==> config.mk <==
export PLATFORM = sky130hd
export DESIGN_NAME = bmcf_cell
export DESIGN_NICKNAME = d
export VERILOG_FILES = /design/src/rtl/bmcf_pkg.sv /design/src/rtl/bmcf_cell.sv
export SDC_FILE = /design/constraint.sdc
export NUM_CORES = 1
export LEC_CHECK = 0
export ABC_AREA = 1
export BUFFER_PORTS_ARGS = -buffer_cell sky130_fd_sc_hd__buf_2
export CORE_ASPECT_RATIO = 1.1
export CORE_MARGIN = 2
export CORE_UTILIZATION = 62
export DETAILED_ROUTE_END_ITERATION = 8
export PLACE_DENSITY = 0.87
export SLEW_MARGIN = 20
export SYNTH_ARGS = -nofsm -noshare
export SYNTH_HDL_FRONTEND = slang
export SYNTH_SLANG_ARGS = --single-unit
==> constraint.sdc <==
create_clock -name clk -period 0.8 [get_ports clk]
set_input_delay 0.08 -clock clk [delete_from_list [all_inputs] [get_ports clk]]
set_output_delay 0.08 -clock clk [all_outputs]
set_load 0.1 [all_outputs]
==> src/rtl/bmcf_pkg.sv <==
// shared constants and elaboration-time helpers for the canonical form block
package bmcf_pkg;

    localparam int ROW_COUNT_DEF    = 7;
    localparam int COLUMN_COUNT_DEF = 5;
    localparam int NIBBLE_W         = 4;
    localparam int PERM_ENTRY_W     = 3;
    localparam int MAX_COLUMNS      = 6;
    localparam int PERM_VEC_W       = PERM_ENTRY_W * MAX_COLUMNS;

    function automatic int factorial(input int n);
        int f;
        f = 1;
        for (int i = 2; i <= n; i++)
        begin
            f = f * i;
        end
        return f;
    endfunction

    // lexicographic permutation number idx of n columns, entry c at bits 3c+:3
    function automatic logic [PERM_VEC_W-1:0] nth_perm(input int idx, input int n);
        logic [PERM_VEC_W-1:0] v;
        logic [MAX_COLUMNS-1:0] used;
        int rem;
        int f;
        int k;
        int seen;
        v    = '0;
        used = '0;
        rem  = idx;
        for (int pos = 0; pos < n; pos++)
        begin
            f = factorial(n - 1 - pos);
            k = 0;
            while (rem >= f)
            begin
                rem = rem - f;
                k   = k + 1;
            end
            seen = 0;
            for (int c = 0; c < n; c++)
            begin
                if (!used[c])
                begin
                    if (seen == k)
                    begin
                        v[PERM_ENTRY_W*pos +: PERM_ENTRY_W] = PERM_ENTRY_W'(c);
                        used[c] = 1'b1;
                    end
                    seen = seen + 1;
                end
            end
        end
        return v;
    endfunction

endpackage

==> src/rtl/bmcf_cell.sv <==
// one permutation cell: key of its column order, running minimum handed on
module bmcf_cell
    import bmcf_pkg::*;
#(
    parameter int ROW_COUNT    = ROW_COUNT_DEF,
    parameter int COLUMN_COUNT = COLUMN_COUNT_DEF,
    parameter int PERM_INDEX   = 0
)
(
    input  logic                          clk,
    input  logic                          rst_n,
    input  logic                          in_valid,
    input  logic [ROW_COUNT*COLUMN_COUNT-1:0] in_matrix,
    input  logic [ROW_COUNT*COLUMN_COUNT-1:0] in_key,
    input  logic [NIBBLE_W*ROW_COUNT-1:0]     in_map,
    output logic                          out_valid,
    output logic [ROW_COUNT*COLUMN_COUNT-1:0] out_matrix,
    output logic [ROW_COUNT*COLUMN_COUNT-1:0] out_key,
    output logic [NIBBLE_W*ROW_COUNT-1:0]     out_map
);

    localparam int KEY_W  = ROW_COUNT * COLUMN_COUNT;
    localparam int MAP_W  = NIBBLE_W * ROW_COUNT;
    localparam int RANK_W = $clog2(ROW_COUNT);
    localparam logic [PERM_VEC_W-1:0] PERM = nth_perm(PERM_INDEX, COLUMN_COUNT);

    logic [COLUMN_COUNT-1:0] pat [ROW_COUNT];
    logic [RANK_W-1:0]       rank [ROW_COUNT];
    logic [KEY_W-1:0]        cand_key;
    logic [MAP_W-1:0]        cand_map;
    logic                    take;

    logic             valid_reg, valid_next;
    logic [KEY_W-1:0] matrix_reg, key_reg, key_next;
    logic [MAP_W-1:0] map_reg, map_next;

    always_comb
    begin
        for (int r = 0; r < ROW_COUNT; r++)
        begin
            pat[r] = '0;
            for (int c = 0; c < COLUMN_COUNT; c++)
            begin
                pat[r][PERM[PERM_ENTRY_W*c +: PERM_ENTRY_W]] =
                    in_matrix[(ROW_COUNT-1-r)*COLUMN_COUNT + c];
            end
        end
        // sort position = rows ordered before this one
        for (int r = 0; r < ROW_COUNT; r++)
        begin
            rank[r] = '0;
            for (int j = 0; j < ROW_COUNT; j++)
            begin
                if ((pat[j] < pat[r]) || ((pat[j] == pat[r]) && (j < r)))
                begin
                    rank[r] = rank[r] + RANK_W'(1);
                end
            end
        end
        cand_key = '0;
        cand_map = '0;
        for (int s = 0; s < ROW_COUNT; s++)
        begin
            for (int r = 0; r < ROW_COUNT; r++)
            begin
                if (rank[r] == RANK_W'(s))
                begin
                    cand_key[(ROW_COUNT-1-s)*COLUMN_COUNT +: COLUMN_COUNT] = pat[r];
                    cand_map[NIBBLE_W*s +: NIBBLE_W] = NIBBLE_W'(r);
                end
            end
        end
        take       = (PERM_INDEX == 0) || (cand_key < in_key);
        key_next   = take ? cand_key : in_key;
        map_next   = take ? cand_map : in_map;
        valid_next = in_valid;
    end

    always_ff @(posedge clk or negedge rst_n)
    begin
        if (!rst_n)
        begin
            valid_reg <= 1'b0;
        end
        else
        begin
            valid_reg <= valid_next;
        end
    end

    always_ff @(posedge clk)
    begin
        matrix_reg <= in_matrix;
        key_reg    <= key_next;
        map_reg    <= map_next;
    end

    assign out_valid  = valid_reg;
    assign out_matrix = matrix_reg;
    assign out_key    = key_reg;
    assign out_map    = map_reg;

endmodule

==> impl_metrics.csv, run 1 <==
group,metric,value,unit
status,status,"stopped before the end",
status,stop_stage,"4_1_cts",
status,firstError,"[ERROR DPL-0038] Utilization greater than 100%, impossible to legalize",
synth,synth_area,10000,µm²
synth,synth_xor_area_frac,0.0378,
clock_network,cts-root-buf,"clkbuf_16",
synth,synth_mux_area_frac,0,
placed_design,pre_cts_ws,-3900,ps
synth,synth_top_family_by_area,"simple AND/OR/NAND/NOR gates",
floorplan,rows,48,
floorplan,fp.dieH,137,µm
synth,synth_compound_area_frac,0.0963,
synth,ys_seq_elements,92,
synth,yosysSeqAreaShare,0.184,
synth,postSynth.asyncResetShare,0.0109,
synth,synth-edff-count,0,
placed_design,dp_hpwl,43600,µm
clock_network,cts_buffers,9,
clock_network,cts.sinks,92,
clock_network,cts_resized,572,
clock_network,cts_buffer_depth,2,
clock_network,htreeDepth,3,
floorplan,dieWidth,125,µm
placed_design,place_congestion,1.28,
clock_network,hold_buffers,9,
synth,synth.avg_cell_area,6.46,µm²
synth,ys_types,48,
placed_design,placement.io_buffers,129,
floorplan,ios,200,
synth,synthCells,1551,
synth,yosys.area_share.simple,0.401,
synth,synth_ff_type,"dfxtp_1",
clock_network,post_cts_buffers,91,
synth,synth_adder_area_share,0.171,
floorplan,start_util,0.637,
synth,yosysWarningCount,0,
## cells in the mapped netlist (4+ instances only)
library cell,n,share of area
o2111ai_1,4,0.0035
nor2_2,14,0.0087
nor2_4,6,0.0067
buf_2,7,0.0035
xor2_4,6,0.016
nand3_2,17,0.017
nand2_1,470,0.18
nand3_1,163,0.081
a21oi_1,44,0.022
o21ai_1,43,0.021
xnor2_1,4,0.0035
o211ai_1,10,0.0075
o21ai_2,8,0.0070
nand3b_1,11,0.0082
buf_4,11,0.0082
nor3_1,5,0.0025
nor2_1,86,0.032
or2_2,8,0.0050
nand2_4,12,0.013
dfxtp_1,91,0.18
xor2_2,5,0.0081
ha_1,137,0.17
inv_2,40,0.015
o21ai_0,48,0.024
inv_1,203,0.076
nand4_1,17,0.011
nand2_2,42,0.026
## through the flow
step | area, µm² | cells
3_3_place_gp | 15400 | 2165
2_1_floorplan | 11000 | 1557
3_5_place_dp | 15400 | 2165
## cell families after synthesis
family,Yosys count
and+or+nand+nor,861
buffers and inverters,272
AOI/OAI and AO/OA,167
adders and majority gates,137
DFF,92
xor gates and xnor gates,21
other,1
==> run 2, diff against run 1 <==
--- a/config.mk
+++ b/config.mk
@@ -7,11 +7,10 @@
 export LEC_CHECK = 0
 export ABC_AREA = 1
 export BUFFER_PORTS_ARGS = -buffer_cell sky130_fd_sc_hd__buf_2
-export CORE_ASPECT_RATIO = 1.1
 export CORE_MARGIN = 2
-export CORE_UTILIZATION = 62
+export CORE_UTILIZATION = 40
 export DETAILED_ROUTE_END_ITERATION = 8
-export PLACE_DENSITY = 0.87
+export PLACE_DENSITY_LB_ADDON = 0.15
 export SLEW_MARGIN = 20
 export SYNTH_ARGS = -nofsm -noshare
 export SYNTH_HDL_FRONTEND = slang
==> impl_metrics.csv, run 2 <==
group,metric,value,unit
status,status,"finished with violations",
grt,grt_pass1_wl,71700,µm
pwr,fin_total_pwr,0.0774,W
synth,ys_seq_elements,92,
synth,synthTopCellsByCount,"nand2_1 (470), inv_1 (203), nand3_1 (163)",
pwr,peakVddDrop,2.93,mV
synth,synth_area,10000,µm²
critical_path,cp_common_cell,"nand2_1",
synth,yosysTopAreaCellShare,0.182,
detailed_routing,drt_wl_total,50100,µm
placed_design,placement.io_buffers,129,
final_layout,final_nets,2365,
final_layout,syn_to_final_growth,95.7,%
timing,rsz0062_at_grt,"yes",
detailed_routing,drt_pre_antenna_iters,5,
final_layout,seq_area,1960,µm²
timing,setup_tns,-180600,ps
grt,grt_max_degree,19,
detailed_routing,drt_iter0_drc,1044,
timing,setup_viol_count_final,148,
final_layout,utilization,0.801,
critical_path,critPathMaxFanout,6,
placed_design,dp_hpwl,35900,µm
clock_network,cts_tree,"built",
clock_network,cts_buffers,9,
floorplan,core_area,24500,µm²
detailed_routing,drt-wirelength-per-cell,20.4,µm
timing,final_max_slew_viol_count,0,
critical_path,critPathBufInv,7,
critical_path,critPathMaxStageDelay,380,ps
clock_network,cts.sinks,92,
critical_path,cp_top_family,"simple AND/OR/NAND/NOR gates",
timing,post-route-period-util,4.83,
clock_network,cts_buffer_depth,2,
clock_network,clk_pin_slew,80,ps
detailed_routing,via_count,13300,
floorplan,start_util,0.410,
placed_design,dpl.cell_count,2313,
critical_path,cp.arrival,4120,ps
final_layout,layout.cells.non_filler,2457,
synth,yosysSeqAreaShare,0.184,
final_layout,multi_input_area,9760,µm²
floorplan,fp.dieH,162,µm
clock_network,htreeDepth,3,
timing,clock.fmax,0.259,GHz
clock_network,cts-root-buf,"clkbuf_16",
timing,fin_crit,3860,ps
final_layout,fill_cells,1571,
synth,synthCells,1551,
synth,yosysWarningCount,0,
detailed_routing,drt_drc_violations_left,0,
critical_path,crit_path_start_kind,"primary input",
final_layout,layout-drive-gt1-share,0.581,
timing,final_hold_viol_count,0,
synth,synth.avg_cell_area,6.46,µm²
critical_path,required,1060,ps
detailed_routing,vias_per_cell,5.40,
synth,synth.most_common_cell,"nand2_1",
grt,grt_usage,0.358,
pwr,p_leak,9.45,nW
final_layout,final_common_cell,"nand2_1",
timing,timing.hold.ws,7.44,ps
floorplan,die_area,26300,µm²
critical_path,cpMaxStageDelayCell,"ha_4",
final_layout,final_cell_mix,"nand2_1 (371), buf_4 (346), inv_1 (146)",
placed_design,place_congestion,1.07,
synth,yosys.area.top_type,"dfxtp_1",
grt,antenna_found_initial,0,
floorplan,ios,200,
critical_path,criticalPathCategory,"in -> reg",
grt,overflow,0,
floorplan,dieWidth,162,µm
synth,synth_ff_type,"dfxtp_1",
synth,postSynth.asyncResetShare,0.0109,
synth,ys_types,48,
job,maxCapViolCount,0,
pwr,p_per_area,3950,nW/µm²
min_path,holdCritPathClass,"in -> async",
grt,grt_pass1_vias,12700,
synth,synth-edff-count,0,
timing,finalWorstSetupSlack,-3060,ps
synth,synth_area_leaders,"dfxtp_1 (18%), nand2_1 (18%), ha_1 (17%)",
detailed_routing,antenna_left,0,
status,violations,"setup timing",
floorplan,rows,57,
critical_path,crit_path_end_kind,"flip-flop",
==> run 2: final cells by class <==
type,instances,share of cell area
multi-input cells,1194,0.498
clock inverters,7,0.00453
repair buffers,580,0.310
well taps,324,0.0207
diodes,1,0.000128
flip-flops and latches,92,0.100
clock buffers,9,0.0115
inverters,250,0.0551
==> run 2: final timing paths <==
path                       cells past startpoint     startpoint                    end
max in group asynchronous                      2          rst_n    out_valid$_DFF_PN0_
min in group clk                               2   in_matrix[7]  out_matrix[7]$_DFF_P_
worst max-delay path                          35  in_matrix[19]    out_key[29]$_DFF_P_
worst min-delay path                           2          rst_n    out_valid$_DFF_PN0_
==> run 2: power by group <==
group	switching (W)	internal, W	total [W]
clock network	0.00218	0.00251	0.00469
registers	0.00116	0.00656	0.00771
logic	0.0376	0.0274	0.0650
total	0.0410	0.0364	0.0774
==> run 2: through the flow <==
stage | setup slack [ps] | area, µm²
global placement | -3650 | 15800
CTS | -3030 | 18400
global route | -3250 | 19600
detailed placement | -3690 | 15800
floorplan | -2960 | 11000
finish | -3060 | 19600
==> run 2: timing repair <==
item                                    in CTS  in global routing
endpoints found under the setup margin     148                148
setup buffers                               76                 35
cloned                                       5                  3
pin swaps                                  190                165
hold endpoints to repair                    10                  2
gates resized for setup                    362                203
hold buffers                                10                  2
==> run 2: cell families after synthesis <==
| logic type | synth area share |
|---|---|
| flops | 0.184 |
| xor+xnor | 0.0378 |
| compound gates | 0.0963 |
| buf+inv | 0.109 |
| simple gates | 0.401 |
| fa+ha+maj | 0.171 |
| other cells | 0.000374 |
==> run 2: routing by layer <==
metal	GRT usage	vias up	part of all wire
met5	0	-	0
met3	0.0521	222	0.083
met4	0.229	0	0.070
li1	-	6171	-
met2	0.591	687	0.47
met1	0.438	6181	0.37
No activity file was read; power rests on OpenSTA's default activity.
==> run 3, diff against run 2 <==
--- a/config.mk
+++ b/config.mk
@@ -7,8 +7,8 @@
 export LEC_CHECK = 0
 export ABC_AREA = 1
 export BUFFER_PORTS_ARGS = -buffer_cell sky130_fd_sc_hd__buf_2
-export CORE_MARGIN = 2
 export CORE_UTILIZATION = 40
+export CTS_BUF_LIST = sky130_fd_sc_hd__clkbuf_2 sky130_fd_sc_hd__clkbuf_4 sky130_fd_sc_hd__clkbuf_8
 export DETAILED_ROUTE_END_ITERATION = 8
 export PLACE_DENSITY_LB_ADDON = 0.15
 export SLEW_MARGIN = 20
==> impl_metrics.csv, run 3 (synthesized netlist as in run 2, its figures left out) <==
group,metric,value,unit
status,status,"finished with violations",
status,violations,"setup timing",
grt,grt_pass1_wl,70800,µm
floorplan,die_area,25700,µm²
pwr,p_per_area,3840,nW/µm²
final_layout,utilization,0.778,
final_layout,final_cell_mix,"nand2_1 (376), buf_4 (346), inv_1 (149)",
detailed_routing,drt-wirelength-per-cell,19.6,µm
timing,clock.fmax,0.261,GHz
clock_network,cts_buffers,9,
grt,grt_pass1_vias,12600,
grt,grt_max_degree,18,
placed_design,place_congestion,1.03,
job,maxCapViolCount,0,
floorplan,dieWidth,160,µm
critical_path,criticalPathCategory,"in -> reg",
critical_path,cp.arrival,4120,ps
timing,setup_tns,-181190,ps
timing,final_hold_viol_count,0,
grt,antenna_found_initial,1,
floorplan,start_util,0.410,
pwr,p_int,0.0337,W
final_layout,layout-drive-gt1-share,0.564,
pwr,peakVddDrop,3.07,mV
timing,fin_crit,3830,ps
final_layout,antenna_cells,0,
critical_path,required,1090,ps
pwr,p_clk_frac,0.044,
timing,post-route-period-util,4.79,
clock_network,cts-root-buf,"clkbuf_8",
clock_network,cts_tree,"built",
critical_path,crit_path_start_kind,"primary input",
clock_network,htreeDepth,3,
detailed_routing,antenna_left,0,
final_layout,final_nets,2350,
detailed_routing,drt_pre_antenna_iters,5,
final_layout,final_common_cell,"nand2_1",
grt,overflow,0,
detailed_routing,drt_drc_violations_left,0,
final_layout,fill_cells,1675,
placed_design,placement.io_buffers,129,
floorplan,fp.dieH,160,µm
floorplan,core_area,24500,µm²
timing,final_max_slew_viol_count,0,
pwr,power_switching,0.0394,W
timing,rsz0062_at_grt,"yes",
grt,grt_usage,0.364,
floorplan,ios,200,
clock_network,clk_pin_slew,100,ps
critical_path,cpMaxStageDelayCell,"ha_4",
clock_network,cts.sinks,92,
critical_path,cp_common_cell,"nand2_1",
min_path,min_path_cells,2,
critical_path,crit_path_end_kind,"flip-flop",
min_path,holdCritPathClass,"in -> reg",
detailed_routing,vias_per_cell,5.22,
placed_design,pre_cts_ws,-3700,ps
detailed_routing,drt_iter0_drc,820,
final_layout,layout.cells.non_filler,2441,
pwr,p_leak,9.24,nW
pwr,sequentialPowerShare,0.105,
timing,finalWorstSetupSlack,-3030,ps
detailed_routing,via_count,12700,
floorplan,rows,57,
pwr,combPwrFrac,0.850,
placed_design,dpl.cell_count,2314,
pwr,switching_share,0.539,
pwr,fin_total_pwr,0.0731,W
critical_path,critPathMaxStageDelay,320,ps
critical_path,critPathMaxFanout,4,
timing,setup_viol_count_final,148,
placed_design,dp_hpwl,36400,µm
final_layout,syn_to_final_growth,89.8,%
clock_network,cts_buffer_depth,2,
detailed_routing,drt_wl_total,47800,µm
run 3: cell types whose count changed in the layout (fill, tap and decap cells not counted), sizes merged, moves of 2 or more:
cell | previous run | this run
dlygate4sd3 | 12 | 22
buf | 567 | 541
clkinv | 7 | 4
inv | 237 | 239
run 3: layout make-up:
class	instances	area (µm²)	area share
Tap cell	324	405	0.0213
Inverter	250	1070	0.0562
Timing Repair Buffer	564	5860	0.308
Multi-Input combinational cell	1195	9540	0.501
Clock buffer	10	138	0.00724
Sequential cell	92	1960	0.103
Clock inverter	6	52.6	0.00276
run 3: path summary, 6_finish.rpt:
path | end | start | slack [ps]
max | out_key[5]$_DFF_P_ | in_matrix[23] | -3030
min | out_matrix[31]$_DFF_P_ | in_matrix[31] | 40
max in group asynchronous | out_valid$_DFF_PN0_ | rst_n | 190
min in group asynchronous | out_valid$_DFF_PN0_ | rst_n | 500
run 3: per-stage QoR:
| stage | hold slack (ps) | area [µm²] |
|---|---|---|
| final | 41.7 | 19000 |
| after global routing | 35.8 | 19000 |
| after CTS | 8.74 | 17900 |
| after detailed placement | -143 | 15800 |
| after global placement | -145 | 15800 |
| after floorplan | -216 | 11000 |
run 3: power groups by stage:
stage / clock [W] / sequential (W) / combinational (W)
after floorplan: 0 / 0.0169 / 0.0222
after global placement: 0 / 0.00778 / 0.0499
after detailed placement: 0 / 0.00784 / 0.0506
after CTS: 0.00325 / 0.00773 / 0.0573
after global routing: 0.00342 / 0.00785 / 0.0660
final: 0.00322 / 0.00771 / 0.0621
run 3: timing repair:
item / in CTS / in global routing
endpoints found under the setup margin: 148 / 148
cloned: 7 / 2
buffers inserted: 52 / 31
gates resized for setup: 290 / 203
pin swaps: 168 / 135
hold endpoints to repair: 21 / 0
hold buffers: 22 / 0
run 3: layer usage:
| metal | wire (µm) | track usage |
|---|---|---|
| met1 | 18300 | 0.439 |
| met2 | 22500 | 0.619 |
| met3 | 3710 | 0.0543 |
| met4 | 3340 | 0.203 |
| met5 | 13 | 0 |
run 3: worst max-delay path, delay by kind of cell:
kind                       cells  cell delay (ps)
AOI/OAI and AO/OA              1              100
adders and majority gates      5             1290
xor gates and xnor gates       1              170
and+or+nand+nor               22             1890
buffers and inverters          5              570
==> run 4, diff against run 3 <==
--- a/config.mk
+++ b/config.mk
@@ -10,6 +10,7 @@
 export CORE_UTILIZATION = 40
 export CTS_BUF_LIST = sky130_fd_sc_hd__clkbuf_2 sky130_fd_sc_hd__clkbuf_4 sky130_fd_sc_hd__clkbuf_8
 export DETAILED_ROUTE_END_ITERATION = 8
+export MAX_ROUTING_LAYER = met4
 export PLACE_DENSITY_LB_ADDON = 0.15
 export SLEW_MARGIN = 20
 export SYNTH_ARGS = -nofsm -noshare
==> impl_metrics.csv, run 4 (synthesized netlist as in run 2, its figures left out) <==
group,metric,value,unit
pwr,combPwrFrac,0.859,
timing,final_max_slew_viol_count,0,
pwr,sequentialPowerShare,0.099,
timing,post-route-period-util,5.03,
critical_path,cpMaxStageDelayCell,"ha_4",
placed_design,pre_cts_ws,-3720,ps
timing,fin_crit,4030,ps
grt,antenna_found_initial,0,
floorplan,die_area,25700,µm²
critical_path,cp.arrival,4360,ps
clock_network,htreeDepth,3,
final_layout,syn_to_final_growth,96.2,%
min_path,worstHoldStart,"in_matrix[34]",
critical_path,critPathMaxFanout,4,
critical_path,criticalPathCategory,"in -> reg",
critical_path,required,1140,ps
placed_design,placement.io_buffers,129,
critical_path,cp_top_family,"simple AND/OR/NAND/NOR gates",
min_path,worstHoldEndpoint,"out_matrix[34]$_DFF_P_",
final_layout,final_common_cell,"buf_4",
final_layout,seq_area,1960,µm²
grt,grt_usage,0.389,
critical_path,cp.depth,31,
timing,setup_viol_count_final,148,
min_path,min_path_cells,2,
floorplan,dieWidth,160,µm
timing,final_hold_viol_count,0,
critical_path,critPathMaxStageDelay,330,ps
final_layout,antenna_cells,0,
status,status,"finished with violations",
pwr,power_switching,0.0419,W
pwr,peakVddDrop,3.23,mV
grt,overflow,0,
pwr,p_int,0.0359,W
clock_network,cts-root-buf,"clkbuf_8",
placed_design,place_congestion,1.03,
final_layout,fill_cells,1477,
final_layout,layout-drive-gt1-share,0.590,
floorplan,core_area,24500,µm²
detailed_routing,drt_wl_total,52900,µm
job,maxCapViolCount,0,
floorplan,fp.dieH,160,µm
timing,finalWorstSetupSlack,-3230,ps
detailed_routing,antenna_left,0,
grt,grt_pass1_vias,12900,
critical_path,crit_path_end_kind,"flip-flop",
final_layout,final_nets,2387,
clock_network,cts_tree,"built",
critical_path,crit_path_start_kind,"primary input",
pwr,p_per_area,3960,nW/µm²
clock_network,clk_pin_slew,120,ps
floorplan,ios,200,
detailed_routing,drt_iter0_drc,1000,
clock_network,cts_buffers,9,
final_layout,multi_input_area,9780,µm²
final_layout,final_cell_mix,"buf_4 (368), nand2_1 (366), inv_1 (147)",
floorplan,rows,57,
status,violations,"setup timing",
detailed_routing,drt_pre_antenna_iters,5,
detailed_routing,vias_per_cell,5.46,
detailed_routing,via_count,13500,
clock_network,cts_buffer_depth,2,
grt,grt_max_degree,19,
detailed_routing,drt-wirelength-per-cell,21.4,µm
pwr,p_leak,9.53,nW
pwr,fin_total_pwr,0.0778,W
critical_path,critPathBufInv,6,
timing,clock.fmax,0.248,GHz
min_path,holdCritPathClass,"in -> reg",
detailed_routing,drt_drc_violations_left,0,
pwr,p_clk_frac,0.042,
pwr,switching_share,0.539,
timing,rsz0062_at_grt,"yes",
placed_design,dp_hpwl,37000,µm
grt,grt_pass1_wl,73200,µm
clock_network,cts.sinks,92,
floorplan,start_util,0.410,
run 4: power groups by stage:
stage | sequential, W | combinational, W | clock [W]
floorplan | 0.0169 | 0.0222 | 0
global placement | 0.00776 | 0.0506 | 0
detailed placement | 0.00781 | 0.0513 | 0
CTS | 0.00770 | 0.0602 | 0.00327
global route | 0.00783 | 0.0704 | 0.00352
finish | 0.00768 | 0.0668 | 0.00328
run 4: what timing repair did:
| item | CTS | global route |
|---|---|---|
| resized for setup | 330 | 228 |
| cloned | 7 | 1 |
| setup endpoints to repair | 148 | 148 |
| endpoints found under the hold margin | 17 | 1 |
| setup buffers | 75 | 40 |
| hold buffers | 18 | 1 |
| pin swaps | 156 | 169 |
run 4: final cells by class:
| type | instances | area share |
|---|---|---|
| clock buffer | 9 | 0.00630 |
| inverter | 250 | 0.0542 |
| timing repair buffer | 601 | 0.318 |
| sequential | 92 | 0.0998 |
| multi-input combinational | 1195 | 0.497 |
| tap | 324 | 0.0206 |
| clock inverter | 7 | 0.00350 |
run 4: per-layer routing:
layer,vias to the layer above,global-route usage,share of wire
met5,-,-,0
met4,0,0.191,0.064
met3,231,0.0644,0.079
met2,721,0.641,0.48
met1,6383,0.457,0.38
li1,6196,-,-
run 4: stage by stage:
step | hold WS [ps] | util | setup TNS [ps] | area [µm²] | std cells
detailed placement | -139 | 0.648 | -195690 | 15900 | 2324
finish | 18.6 | 0.804 | -188380 | 19700 | 2478
CTS | 0.812 | 0.751 | -180160 | 18400 | 2438
global placement | -145 | 0.648 | -192490 | 15900 | 2324
floorplan | -216 | - | -156900 | 11000 | 1557
global route | 8.91 | 0.804 | -196990 | 19700 | 2478
run 4: how the worst max path moves through the flow:
stage	end	from	slack, ps
after global placement	out_key[29]$_DFF_P_	in_matrix[27]	-3700
after floorplan	out_key[5]$_DFF_P_	in_matrix[9]	-2960
after detailed placement	out_key[29]$_DFF_P_	in_matrix[27]	-3720
final	out_key[16]$_DFF_P_	in_matrix[23]	-3230
after CTS	out_key[17]$_DFF_P_	in_matrix[23]	-2970
after global routing	out_key[16]$_DFF_P_	in_matrix[23]	-3310
